File: src/hw/rtl/hsv2rgb_pkg.sv
// Package for the HSV to RGB converter: sector codes, stage payload types
// and the arithmetic constants shared by the pipeline stages.
// No dependencies.
`timescale 1ns / 1ps

package hsv2rgb_pkg;

  localparam logic [7:0] SECT1 = 8'd43;
  localparam logic [7:0] SECT2 = 8'd85;
  localparam logic [7:0] SECT3 = 8'd128;
  localparam logic [7:0] SECT4 = 8'd171;
  localparam logic [7:0] SECT5 = 8'd213;
  localparam logic [7:0] FULL = 8'd255;
  localparam logic [7:0] SAT_KNEE = 8'd128;

  // Reciprocal of 43 scaled by 2^20, rounded up; exact for all ramp inputs.
  localparam logic [14:0] RAMP_RECIP = 15'd24386;
  localparam int RAMP_SHIFT = 20;
  localparam logic [8:0] RAMP_MAX = 9'd498;

  // Named by the channel held at full, then the channel that ramps.
  typedef enum logic [2:0] {
    SEC_RED_GREEN,
    SEC_RED_BLUE,
    SEC_BLUE_RED,
    SEC_BLUE_GREEN,
    SEC_GREEN_BLUE,
    SEC_GREEN_RED
  } sector_t;

  typedef struct packed {
    sector_t    sector;
    logic [6:0] offset;
    logic [8:0] weight;
    logic [7:0] brightness;
  } sect_stage_t;

  typedef struct packed {
    sector_t    sector;
    logic [8:0] ramp;
    logic [8:0] weight;
    logic [7:0] brightness;
  } ramp_stage_t;

  typedef struct packed {
    logic [7:0] red;
    logic [7:0] green;
    logic [7:0] blue;
    logic [8:0] weight;
  } scale_stage_t;

endpackage

File: src/hw/rtl/hsv2rgb_to_rgb_8bit_unit.sv
// Top level of the 8-bit HSV to RGB converter: four register stages.
// An accepted transaction passes the sector, ramp, scale and blend registers in order.
// Throughput: one transaction per cycle while rgb_stall is low; each multiplier is
// used once per transaction. A downstream stall backs up stage by stage; hsv_stall
// rises only when all four stages are full. Synchronous reset empties the pipeline.
// Depends on hsv2rgb_pkg and the four stage modules.
`timescale 1ns / 1ps

module hsv_to_rgb_8bit_unit (
  input  logic       clk,
  input  logic       rst,
  input  logic       hsv_valid,
  output logic       hsv_stall,
  input  logic [7:0] hue,
  input  logic [7:0] saturation,
  input  logic [7:0] brightness,
  output logic       rgb_valid,
  input  logic       rgb_stall,
  output logic [7:0] red,
  output logic [7:0] green,
  output logic [7:0] blue
);

  logic sect_ready;
  logic sect_valid;
  logic ramp_ready;
  logic ramp_valid;
  logic scale_ready;
  logic scale_valid;
  logic blend_ready;
  hsv2rgb_pkg::sect_stage_t sect_data;
  hsv2rgb_pkg::ramp_stage_t ramp_data;
  hsv2rgb_pkg::scale_stage_t scale_data;

  assign hsv_stall = !sect_ready;

  hsv2rgb_sector u_sector (
    .clk        (clk),
    .rst        (rst),
    .prev_valid (hsv_valid),
    .ready      (sect_ready),
    .hue        (hue),
    .saturation (saturation),
    .brightness (brightness),
    .valid      (sect_valid),
    .next_ready (ramp_ready),
    .data       (sect_data)
  );

  hsv2rgb_ramp u_ramp (
    .clk        (clk),
    .rst        (rst),
    .prev_valid (sect_valid),
    .ready      (ramp_ready),
    .prev_data  (sect_data),
    .valid      (ramp_valid),
    .next_ready (scale_ready),
    .data       (ramp_data)
  );

  hsv2rgb_scale u_scale (
    .clk        (clk),
    .rst        (rst),
    .prev_valid (ramp_valid),
    .ready      (scale_ready),
    .prev_data  (ramp_data),
    .valid      (scale_valid),
    .next_ready (blend_ready),
    .data       (scale_data)
  );

  hsv2rgb_blend u_blend (
    .clk        (clk),
    .rst        (rst),
    .prev_valid (scale_valid),
    .ready      (blend_ready),
    .prev_data  (scale_data),
    .valid      (rgb_valid),
    .next_ready (!rgb_stall),
    .red        (red),
    .green      (green),
    .blue       (blue)
  );

  a_accept_fills_first: assert property (@(posedge clk) disable iff (rst)
    (hsv_valid && !hsv_stall) |=> sect_valid)
    else $error("accepted transaction did not reach the first stage");

  a_stall_only_when_full: assert property (@(posedge clk) disable iff (rst)
    hsv_stall |-> (sect_valid && ramp_valid && scale_valid && rgb_valid && rgb_stall))
    else $error("input stalled while the pipeline had room");

  a_output_advances: assert property (@(posedge clk) disable iff (rst)
    (scale_valid && !rgb_stall) |=> rgb_valid)
    else $error("ready result did not reach the output");

endmodule

File: src/hw/rtl/hsv2rgb_sector.sv
// First pipeline stage: hue rotation, sector decode, ramp offset and the
// saturation weight. Depends on hsv2rgb_pkg.
`timescale 1ns / 1ps

module hsv2rgb_sector (
  input  logic                      clk,
  input  logic                      rst,
  input  logic                      prev_valid,
  output logic                      ready,
  input  logic [7:0]                hue,
  input  logic [7:0]                saturation,
  input  logic [7:0]                brightness,
  output logic                      valid,
  input  logic                      next_ready,
  output hsv2rgb_pkg::sect_stage_t  data
);

  logic [7:0] h;
  hsv2rgb_pkg::sect_stage_t data_next;

  assign ready = !valid || next_ready;
  assign h = hue - hsv2rgb_pkg::SECT1;

  always_comb begin
    data_next.brightness = brightness;
    if (saturation > hsv2rgb_pkg::SAT_KNEE) begin
      data_next.weight = {1'b0, saturation} + 9'd1;
    end else begin
      data_next.weight = {1'b0, saturation};
    end
    if (h < hsv2rgb_pkg::SECT1) begin
      data_next.sector = hsv2rgb_pkg::SEC_RED_GREEN;
      data_next.offset = h[6:0];
    end else if (h < hsv2rgb_pkg::SECT2) begin
      data_next.sector = hsv2rgb_pkg::SEC_RED_BLUE;
      data_next.offset = h[6:0];
    end else if (h < hsv2rgb_pkg::SECT3) begin
      data_next.sector = hsv2rgb_pkg::SEC_BLUE_RED;
      data_next.offset = 7'(hsv2rgb_pkg::SECT3 - h);
    end else if (h < hsv2rgb_pkg::SECT4) begin
      data_next.sector = hsv2rgb_pkg::SEC_BLUE_GREEN;
      data_next.offset = 7'(h - hsv2rgb_pkg::SECT3);
    end else if (h < hsv2rgb_pkg::SECT5) begin
      data_next.sector = hsv2rgb_pkg::SEC_GREEN_BLUE;
      data_next.offset = 7'(hsv2rgb_pkg::SECT5 - h);
    end else begin
      data_next.sector = hsv2rgb_pkg::SEC_GREEN_RED;
      data_next.offset = 7'(h - hsv2rgb_pkg::SECT5);
    end
  end

  always_ff @(posedge clk) begin
    if (rst) begin
      valid <= 1'b0;
    end else if (ready) begin
      valid <= prev_valid;
    end
  end

  always_ff @(posedge clk) begin
    if (ready && prev_valid) begin
      data <= data_next;
    end
  end

endmodule

File: src/hw/rtl/hsv2rgb_ramp.sv
// Second pipeline stage: ramp value (offset * 255) / 43 through a
// reciprocal multiply. Depends on hsv2rgb_pkg.
`timescale 1ns / 1ps

module hsv2rgb_ramp (
  input  logic                      clk,
  input  logic                      rst,
  input  logic                      prev_valid,
  output logic                      ready,
  input  hsv2rgb_pkg::sect_stage_t  prev_data,
  output logic                      valid,
  input  logic                      next_ready,
  output hsv2rgb_pkg::ramp_stage_t  data
);

  logic [14:0] scaled_off;
  logic [29:0] prod;
  hsv2rgb_pkg::ramp_stage_t data_next;

  assign ready = !valid || next_ready;
  assign scaled_off = {prev_data.offset, 8'b0} - {8'b0, prev_data.offset};
  assign prod = 30'(scaled_off) * 30'(hsv2rgb_pkg::RAMP_RECIP);

  always_comb begin
    data_next.sector = prev_data.sector;
    data_next.ramp = prod[hsv2rgb_pkg::RAMP_SHIFT +: 9];
    data_next.weight = prev_data.weight;
    data_next.brightness = prev_data.brightness;
  end

  always_ff @(posedge clk) begin
    if (rst) begin
      valid <= 1'b0;
    end else if (ready) begin
      valid <= prev_valid;
    end
  end

  always_ff @(posedge clk) begin
    if (ready && prev_valid) begin
      data <= data_next;
    end
  end

  a_ramp_range: assert property (@(posedge clk) disable iff (rst)
    (ready && prev_valid) |=> (data.ramp <= hsv2rgb_pkg::RAMP_MAX))
    else $error("ramp value out of range");

endmodule

File: src/hw/rtl/hsv2rgb_scale.sv
// Third pipeline stage: channel assignment by sector and brightness
// scaling. Depends on hsv2rgb_pkg.
`timescale 1ns / 1ps

module hsv2rgb_scale (
  input  logic                       clk,
  input  logic                       rst,
  input  logic                       prev_valid,
  output logic                       ready,
  input  hsv2rgb_pkg::ramp_stage_t   prev_data,
  output logic                       valid,
  input  logic                       next_ready,
  output hsv2rgb_pkg::scale_stage_t  data
);

  logic [7:0] red_raw;
  logic [7:0] green_raw;
  logic [7:0] blue_raw;
  logic [15:0] red_prod;
  logic [15:0] green_prod;
  logic [15:0] blue_prod;
  hsv2rgb_pkg::scale_stage_t data_next;

  assign ready = !valid || next_ready;

  always_comb begin
    red_raw = 8'd0;
    green_raw = 8'd0;
    blue_raw = 8'd0;
    case (prev_data.sector)
      hsv2rgb_pkg::SEC_RED_GREEN: begin
        red_raw = hsv2rgb_pkg::FULL;
        green_raw = hsv2rgb_pkg::FULL - prev_data.ramp[7:0];
      end
      hsv2rgb_pkg::SEC_RED_BLUE: begin
        red_raw = hsv2rgb_pkg::FULL;
        blue_raw = 8'(prev_data.ramp - {1'b0, hsv2rgb_pkg::FULL});
      end
      hsv2rgb_pkg::SEC_BLUE_RED: begin
        blue_raw = hsv2rgb_pkg::FULL;
        red_raw = prev_data.ramp[7:0];
      end
      hsv2rgb_pkg::SEC_BLUE_GREEN: begin
        blue_raw = hsv2rgb_pkg::FULL;
        green_raw = prev_data.ramp[7:0];
      end
      hsv2rgb_pkg::SEC_GREEN_BLUE: begin
        green_raw = hsv2rgb_pkg::FULL;
        blue_raw = prev_data.ramp[7:0];
      end
      hsv2rgb_pkg::SEC_GREEN_RED: begin
        green_raw = hsv2rgb_pkg::FULL;
        red_raw = prev_data.ramp[7:0];
      end
      default: begin
        red_raw = 8'd0;
      end
    endcase
  end

  assign red_prod = 16'(red_raw) * 16'(prev_data.brightness);
  assign green_prod = 16'(green_raw) * 16'(prev_data.brightness);
  assign blue_prod = 16'(blue_raw) * 16'(prev_data.brightness);

  always_comb begin
    data_next.red = red_prod[15:8];
    data_next.green = green_prod[15:8];
    data_next.blue = blue_prod[15:8];
    data_next.weight = prev_data.weight;
  end

  always_ff @(posedge clk) begin
    if (rst) begin
      valid <= 1'b0;
    end else if (ready) begin
      valid <= prev_valid;
    end
  end

  always_ff @(posedge clk) begin
    if (ready && prev_valid) begin
      data <= data_next;
    end
  end

endmodule

File: src/hw/rtl/hsv2rgb_blend.sv
// Last pipeline stage: blend toward full by the saturation weight; this
// stage is the output register. Depends on hsv2rgb_pkg.
`timescale 1ns / 1ps

module hsv2rgb_blend (
  input  logic                       clk,
  input  logic                       rst,
  input  logic                       prev_valid,
  output logic                       ready,
  input  hsv2rgb_pkg::scale_stage_t  prev_data,
  output logic                       valid,
  input  logic                       next_ready,
  output logic [7:0]                 red,
  output logic [7:0]                 green,
  output logic [7:0]                 blue
);

  logic [8:0] inv_weight;
  logic [16:0] base;
  logic [16:0] red_sum;
  logic [16:0] green_sum;
  logic [16:0] blue_sum;

  assign ready = !valid || next_ready;
  assign inv_weight = 9'd256 - prev_data.weight;
  assign base = {inv_weight, 8'b0} - {8'b0, inv_weight};
  assign red_sum = 17'(prev_data.red) * 17'(prev_data.weight) + base;
  assign green_sum = 17'(prev_data.green) * 17'(prev_data.weight) + base;
  assign blue_sum = 17'(prev_data.blue) * 17'(prev_data.weight) + base;

  always_ff @(posedge clk) begin
    if (rst) begin
      valid <= 1'b0;
    end else if (ready) begin
      valid <= prev_valid;
    end
  end

  always_ff @(posedge clk) begin
    if (ready && prev_valid) begin
      red <= red_sum[15:8];
      green <= green_sum[15:8];
      blue <= blue_sum[15:8];
    end
  end

  a_white_at_zero_sat: assert property (@(posedge clk) disable iff (rst)
    (ready && prev_valid && prev_data.weight == 9'd0) |=>
    (red == hsv2rgb_pkg::FULL && green == hsv2rgb_pkg::FULL &&
     blue == hsv2rgb_pkg::FULL))
    else $error("zero saturation did not give white");

endmodule

File: config.mk
export PLATFORM = sky130hd
export DESIGN_NAME = hsv_to_rgb_8bit_unit
export DESIGN_NICKNAME = d
export VERILOG_FILES = /design/src/hw/rtl/hsv2rgb_pkg.sv /design/src/hw/rtl/hsv2rgb_to_rgb_8bit_unit.sv /design/src/hw/rtl/hsv2rgb_sector.sv /design/src/hw/rtl/hsv2rgb_ramp.sv /design/src/hw/rtl/hsv2rgb_scale.sv /design/src/hw/rtl/hsv2rgb_blend.sv
export SDC_FILE = /design/constraint.sdc
export NUM_CORES = 1
export LEC_CHECK = 0
export BUFFER_PORTS_ARGS = -buffer_cell sky130_fd_sc_hd__buf_2
export CAP_MARGIN = 20
export CELL_PAD_IN_SITES_DETAIL_PLACEMENT = 1
export CELL_PAD_IN_SITES_GLOBAL_PLACEMENT = 2
export CORE_MARGIN = 8
export CORE_UTILIZATION = 43
export DETAILED_ROUTE_END_ITERATION = 16
export PLACE_DENSITY_LB_ADDON = 0.25
export SLEW_MARGIN = 10
export SYNTH_ARGS = -nofsm -noshare
export SYNTH_HDL_FRONTEND = slang
export SYNTH_SLANG_ARGS = --single-unit
File: constraint.sdc
create_clock -name clk -period 7.2 [get_ports clk]
set_clock_uncertainty 0.05 [all_clocks]
set_input_delay 1.8 -clock clk [delete_from_list [all_inputs] [get_ports clk]]
set_output_delay 1.8 -clock clk [all_outputs]
set_load 0.01 [all_outputs]
; Word-level counts from Yosys, hierarchy flattened
; Index checks and enable logic that the tools add are counted.
[word_totals]
ff_bits = 116
output_inout_bits = 26
elab_cells = 84
[classes]
addsub = 14
n_mul = 7
order_cmp = 6
eq_ne = 5
mux = 9
reduce_logical = 21
[ops]
columns = cell, n
row1 = $add 16x16->16, 3
row2 = $mul 8x8->16, 3
row3 = $mul 8x9->16, 3
row4 = $pmux 8 s3, 2
row5 = $mul 15x14->27 const B, 1
row6 = $lt 8x8->1 const B, 3
row7 = $mux 8, 3
row8 = $mux 9, 2
row9 = $pmux 8 s2, 1
row10 = $sub 16x9->16, 1
row11 = $sub 15x7->15, 1
row12 = $reduce_or 2->1, 5
row13 = $add 8x1->9 const B, 1
row14 = $sub 9x9->9 const A, 1
row15 = $gt 8x8->1 const B, 1
row16 = $lt 8x6->1 const B, 1
row17 = $lt 8x7->1 const B, 1
row18 = $sub 8x6->8 const B, 1
row19 = $sub 8x8->8 const A, 1
row20 = $sub 8x8->8 const B, 1
row21 = $mux 7, 1
row22 = $sub 1x7->7 const A, 1
row23 = $sub 7x1->7 const B, 1
row24 = $sub 7x7->7 const A, 1
row25 = other kinds (9), 22

; Longest topological paths before layout
[logic_depth]
depth_word = 7
depth_mapped = 26
ltp_nobuf = 25

; Cells and area by module
; A second synthesis with hierarchy kept.
[unflattened]
cells_unflattened = 2292
hier_area_um2 = 22237.6
[by_module_without_submodules]
columns = module, n_inst, cells_each, area_each_um2, seq_area_each_um2
row1 = hsv2rgb_blend, 1, 926, 8496.9, 740.7
row2 = hsv2rgb_scale, 1, 782, 7364.6, 1011.0
row3 = hsv2rgb_ramp, 1, 425, 4565.6, 890.9
row4 = hsv2rgb_sector, 1, 157, 1803.0, 830.8
row5 = hsv_to_rgb_8bit_unit, 1, 2, 7.5, 0.0

; Least setup slack after synthesis
; No wires, ideal clock.
[synth_timing]
path_type = register -> register
from = register u_scale.data[0] in the netlist's numbering
to = register u_blend.green[7], data pin
setup_ns = 0.273
arrival_time_ns = 6.250
t_required_ns = 6.877
slack_ns = 0.628
path_stages_with_launch = 24
n_path_buf = 2
synth_period_minus_slack_ns = 6.572
path_cell_list = edfxtp_1 clkbuf_1 clkbuf_1 inv_1 ha_1 nor3b_1 nand2b_1 nor2_1 xnor2_1 ha_1 xor2_1 fa_1 fa_1 fa_1 fa_1 inv_1 ha_1 or4_1 o211ai_1 o21ba_2 o41ai_2 nor2_1 a2111oi_0 xnor2_1
[synth_via]
elab_chain_cells = 3
[synth_lines]
columns = element, line_no
row1 = "start, declared", hsv2rgb_scale.sv:13  ; output hsv2rgb_pkg::scale_stage_t data
row2 = "start signal, assigned", hsv2rgb_scale.sv:82  ; data <= data_next;
row3 = $sub 9x9->9, hsv2rgb_blend.sv:25  ; assign inv_weight = 9'd256 - prev_data.weight;
row4 = $sub 16x9->16, hsv2rgb_blend.sv:26  ; assign base = {inv_weight, 8'b0} - {8'b0, inv_weight};
row5 = $add 16x16->16 *, hsv2rgb_blend.sv:28  ; assign green_sum = 17'(prev_data.green) * 17'(prev_data.weight) + base;
row6 = named net u_blend.green_sum[15], hsv2rgb_blend.sv:21  ; logic [16:0] green_sum;
row7 = "end signal, assigned", hsv2rgb_blend.sv:42  ; green <= green_sum[15:8];
row8 = "end, declared", hsv2rgb_blend.sv:14  ; output logic [7:0] green,
; The timed path passes the listed nets; every way through them passes the cells marked *.
; A chain may end at the register's enable or synchronous reset.

; Final worst setup path
[layout_timing]
from = register u_sector.data[17] in the netlist's numbering
to = register u_ramp.data[22] in the netlist's numbering, data pin
[layout_via]
elab_chain_cells = 2
[layout_lines]
columns = element, line_no
row1 = "start, declared", hsv2rgb_sector.sv:15  ; output hsv2rgb_pkg::sect_stage_t data
row2 = "start signal, assigned", hsv2rgb_sector.sv:62  ; data <= data_next;
row3 = $sub 15x7->15, hsv2rgb_ramp.sv:21  ; assign scaled_off = {prev_data.offset, 8'b0} - {8'b0, prev_data.offset};
row4 = $mul 15x14->27, hsv2rgb_ramp.sv:22  ; assign prod = 30'(scaled_off) * 30'(hsv2rgb_pkg::RAMP_RECIP);
row5 = named net u_ramp.prod[25], hsv2rgb_ramp.sv:17  ; logic [29:0] prod;
row6 = "end signal, assigned", hsv2rgb_ramp.sv:41  ; data <= data_next;
row7 = "end, declared", hsv2rgb_ramp.sv:13  ; output hsv2rgb_pkg::ramp_stage_t data
; The timed path passes the listed nets, and every way through them passes these cells.

==> run summary <==
Period utilisation layout = 94.7%
Pin count of the biggest net entering global routing = 34
Hold_sp = u_sector.data[13]$_DFFE_PP_
Post-Syn Area = 21700 sq um
Ranking of synthesized cells by area = fa_1 30%, ha_1 16%, edfxtp_1 15%, inv_1 8.1%, and2_1 7.0%
Dpl hpwl = 43700 microns
Layout Nets = 2969
CP max-delay cell = xnor2_1
Crit end category = register
Top_reg_cell synth = edfxtp_1
TritonCTS clock tree = built
Hold Violations, Final = 0
Crit Path Max Fanout = 11
Total negative slack = 0 ps
Port Buffers = 53
Vias in the first global route = 17.7k
CP Data Arrival Time = 7050 ps
Asr flop ratio synth = 0%
Crit path time final = 6820 ps
Clk sinks = 116
Ant. Diodes = 0
Status = finished clean
Vias/cell = 5.12
Worst path required time = 7440 ps
Clk_lat worst skew = 470 ps
Commonest cells after routing, fill and taps aside = 471 x inv_1, 329 x fa_1, 283 x ha_1
First-pass GRT wire length = 89500 microns
Maximum clock frequency = 0.147 GHz
WL per Instance = 17.8 microns
Antenna violations before repair = 0
DRT antenna net count = 0
Reg2Reg Setup Slack = 380 ps
Yosys synthesis warning count = 0
CTS Root Cell = clkbuf_16
CP Launch Type = register
Critical path's most frequent cell = inv_1
Fillers = 5726
Die Footprint = 57900 sq um
Syn_nets = 2937
Pins Over Slew Limit = 0
Post-synthesis cell type count = 70
Max_slew headroom = 29.5%
H-tree depth = 4
Flops & latches, synth = 116
CTS Buf Count = 17
Initial Util = 43.4%
Die height = 241 microns
Die width = 241 microns
Clk buf depth = 2
Post-CTS sizing = 0
Grt total ovfl = 0
DR DRC count = 0
Detailed Route WL = 53500 microns
DRT iter0 DRCs = 541
Syn Inst Count = 2297
Max stage delay on crit path = 630 ps
Commonest non-fill, non-tap cell in the layout = inv_1
Reg-to-reg startpoint = u_sector.data[17]$_DFFE_PP_
Clock transition at the registers of the reported paths = 60 ps
Seq/Total Area, Yosys = 15.9%
GPL Wtd Cong = 0.852
Critical Path Source = u_sector.data[17]$_DFFE_PP_
Area delta synth->final = 7.86%
Max Cap Viol = 0
Layout cells sized above 1 = 6.06%
Synth area leader = fa_1
CTS Hold Buffers Added = 0
DR vias = 15.4k
Hold Crit Class = register to register
WS Path Type = register to register
RSZ-0062 raised after global routing = false
Setup bufs post-CTS = 0
CP Cell Sequence = buf_4 -> inv_1 -> ha_1 -> nand2b_1 -> nor2_1 -> xnor2_1 -> fa_1 -> ha_1 -> inv_1 -> fa_1 -> inv_1 -> fa_1 -> ha_1 -> inv_1 -> fa_1 -> inv_1 -> ha_1 -> and3_1 -> a221o_1 -> a21oi_1 -> or4_1 -> a21boi_0 -> o21ai_0 -> a211oi_1
Final Setup Violations = 0
Tot GR Track Use = 19.6%
Worst Max-Slew Pin Slew = 1060 ps
Post-synth EDFFs = 112
Top-level port count = 54
Core area = 50000 sq um
Yosys top cell area share = 30.4%
Row count = 82
Avg Cell Area, Syn = 9.45 sq um
DR pass1 iterations = 5
final cells by class:
| type | count | area [sq um] | area share [%] |
|---|---|---|---|
| multi-input combinational | 1631 | 16200 | 69.4 |
| sequential | 116 | 3440 | 14.7 |
| clock inverter | 15 | 131 | 0.561 |
| timing repair buffer | 92 | 561 | 2.39 |
| inverter | 471 | 1770 | 7.55 |
| clock buffer | 17 | 425 | 1.82 |
| tap | 672 | 841 | 3.59 |
sequential cells by signal (all words and copies together), names as in the netlist:
signal,flops
u_ramp.valid,1
u_sector.valid,1
u_sector.data,27
u_scale.valid,1
u_blend.valid,1
u_scale.data,33
u_blend.green,8
u_blend.blue,8
u_ramp.data,28
u_blend.red,8
cell usage after synthesis (all sizes together) (3+ instances only):
master and instances:
nand2 193, xor2 30, or2 3, or4 5, a31oi 3, o21a 10, nand3b 3, nand3 18
xnor2 86, nor4 8, and3 9, o31a 5, o31ai 11, nand4 5, nand2b 20, nor3b 4
nor2 82, buf 21, clkbuf 58, ha 283, dfxtp 4, a211oi 6, a22oi 3, inv 471
o211ai 3, nor3 25, o2bb2ai 3, nor2b 39, a2111oi 5, edfxtp 112, fa 329, o41ai 8
a21o 24, o21bai 7, o21ai 42, a21oi 68, or3 13, and2 245, a21boi 6, mux2i 3
metal layers:
layer / wire [microns] / up-vias / part of all wire, % / GRT usage (%)
li1: - / 7269 / - / -
met1: 22500 / 7961 / 42 / 22.4
met2: 28300 / 132 / 53 / 36.7
met3: 989 / 80 / 1.8 / 2.73
met4: 1660 / 0 / 3.1 / 7.10
met5: 0 / - / 0 / 0
path summary, 6_finish.rpt:
| path | endpoint | cells past startpoint |
|---|---|---|
| max | u_ramp.data[22]$_DFFE_PP_ | 24 |
| min | u_ramp.data[13]$_DFFE_PP_ | 0 |
| max reg2reg | u_ramp.data[22]$_DFFE_PP_ | 24 |
| min reg2reg | u_ramp.data[13]$_DFFE_PP_ | 0 |
worst max-delay path: cells and delay by family, from the launching register on:
kind | cells | cell delay [ps]
adder cells (fa/ha/maj) | 8 | 3200
AND/OR/NAND/NOR | 4 | 960
AO/OA/AOI/OAI | 5 | 940
XOR/XNOR | 1 | 630
buffers and inverters | 6 | 500
flip-flops | 1 | 340
metrics by stage:
step / instance area, sq um / setup slack [ps] / utilization, % / std cells / hold WS [ps]
6_report: 23400 / 383 / 46.8 / 3014 / 368
5_1_grt: 23400 / 27.9 / 46.8 / 3014 / 370
3_3_place_gp: 22800 / 408 / 45.6 / 2979 / 351
4_1_cts: 23400 / 253 / 46.8 / 3012 / 370
2_1_floorplan: 21700 / 628 / - / 2297 / 350
3_5_place_dp: 22800 / 281 / 45.7 / 2980 / 356
cells by family after synthesis:
family,after synthesis,share of synthesized area (%)
AND/OR/NAND/NOR,677,16.3
adder cells (fa/ha/maj),613,46.7
buffers and inverters,550,9.54
AO/OA/AOI/OAI,220,6.64
XOR/XNOR,116,4.68
flip-flops,116,15.9
multiplexers,5,0.242
Power is left out: the tool's default activity adds up to more than one toggle a clock period on the data nets, which glitch-free logic cannot reach.
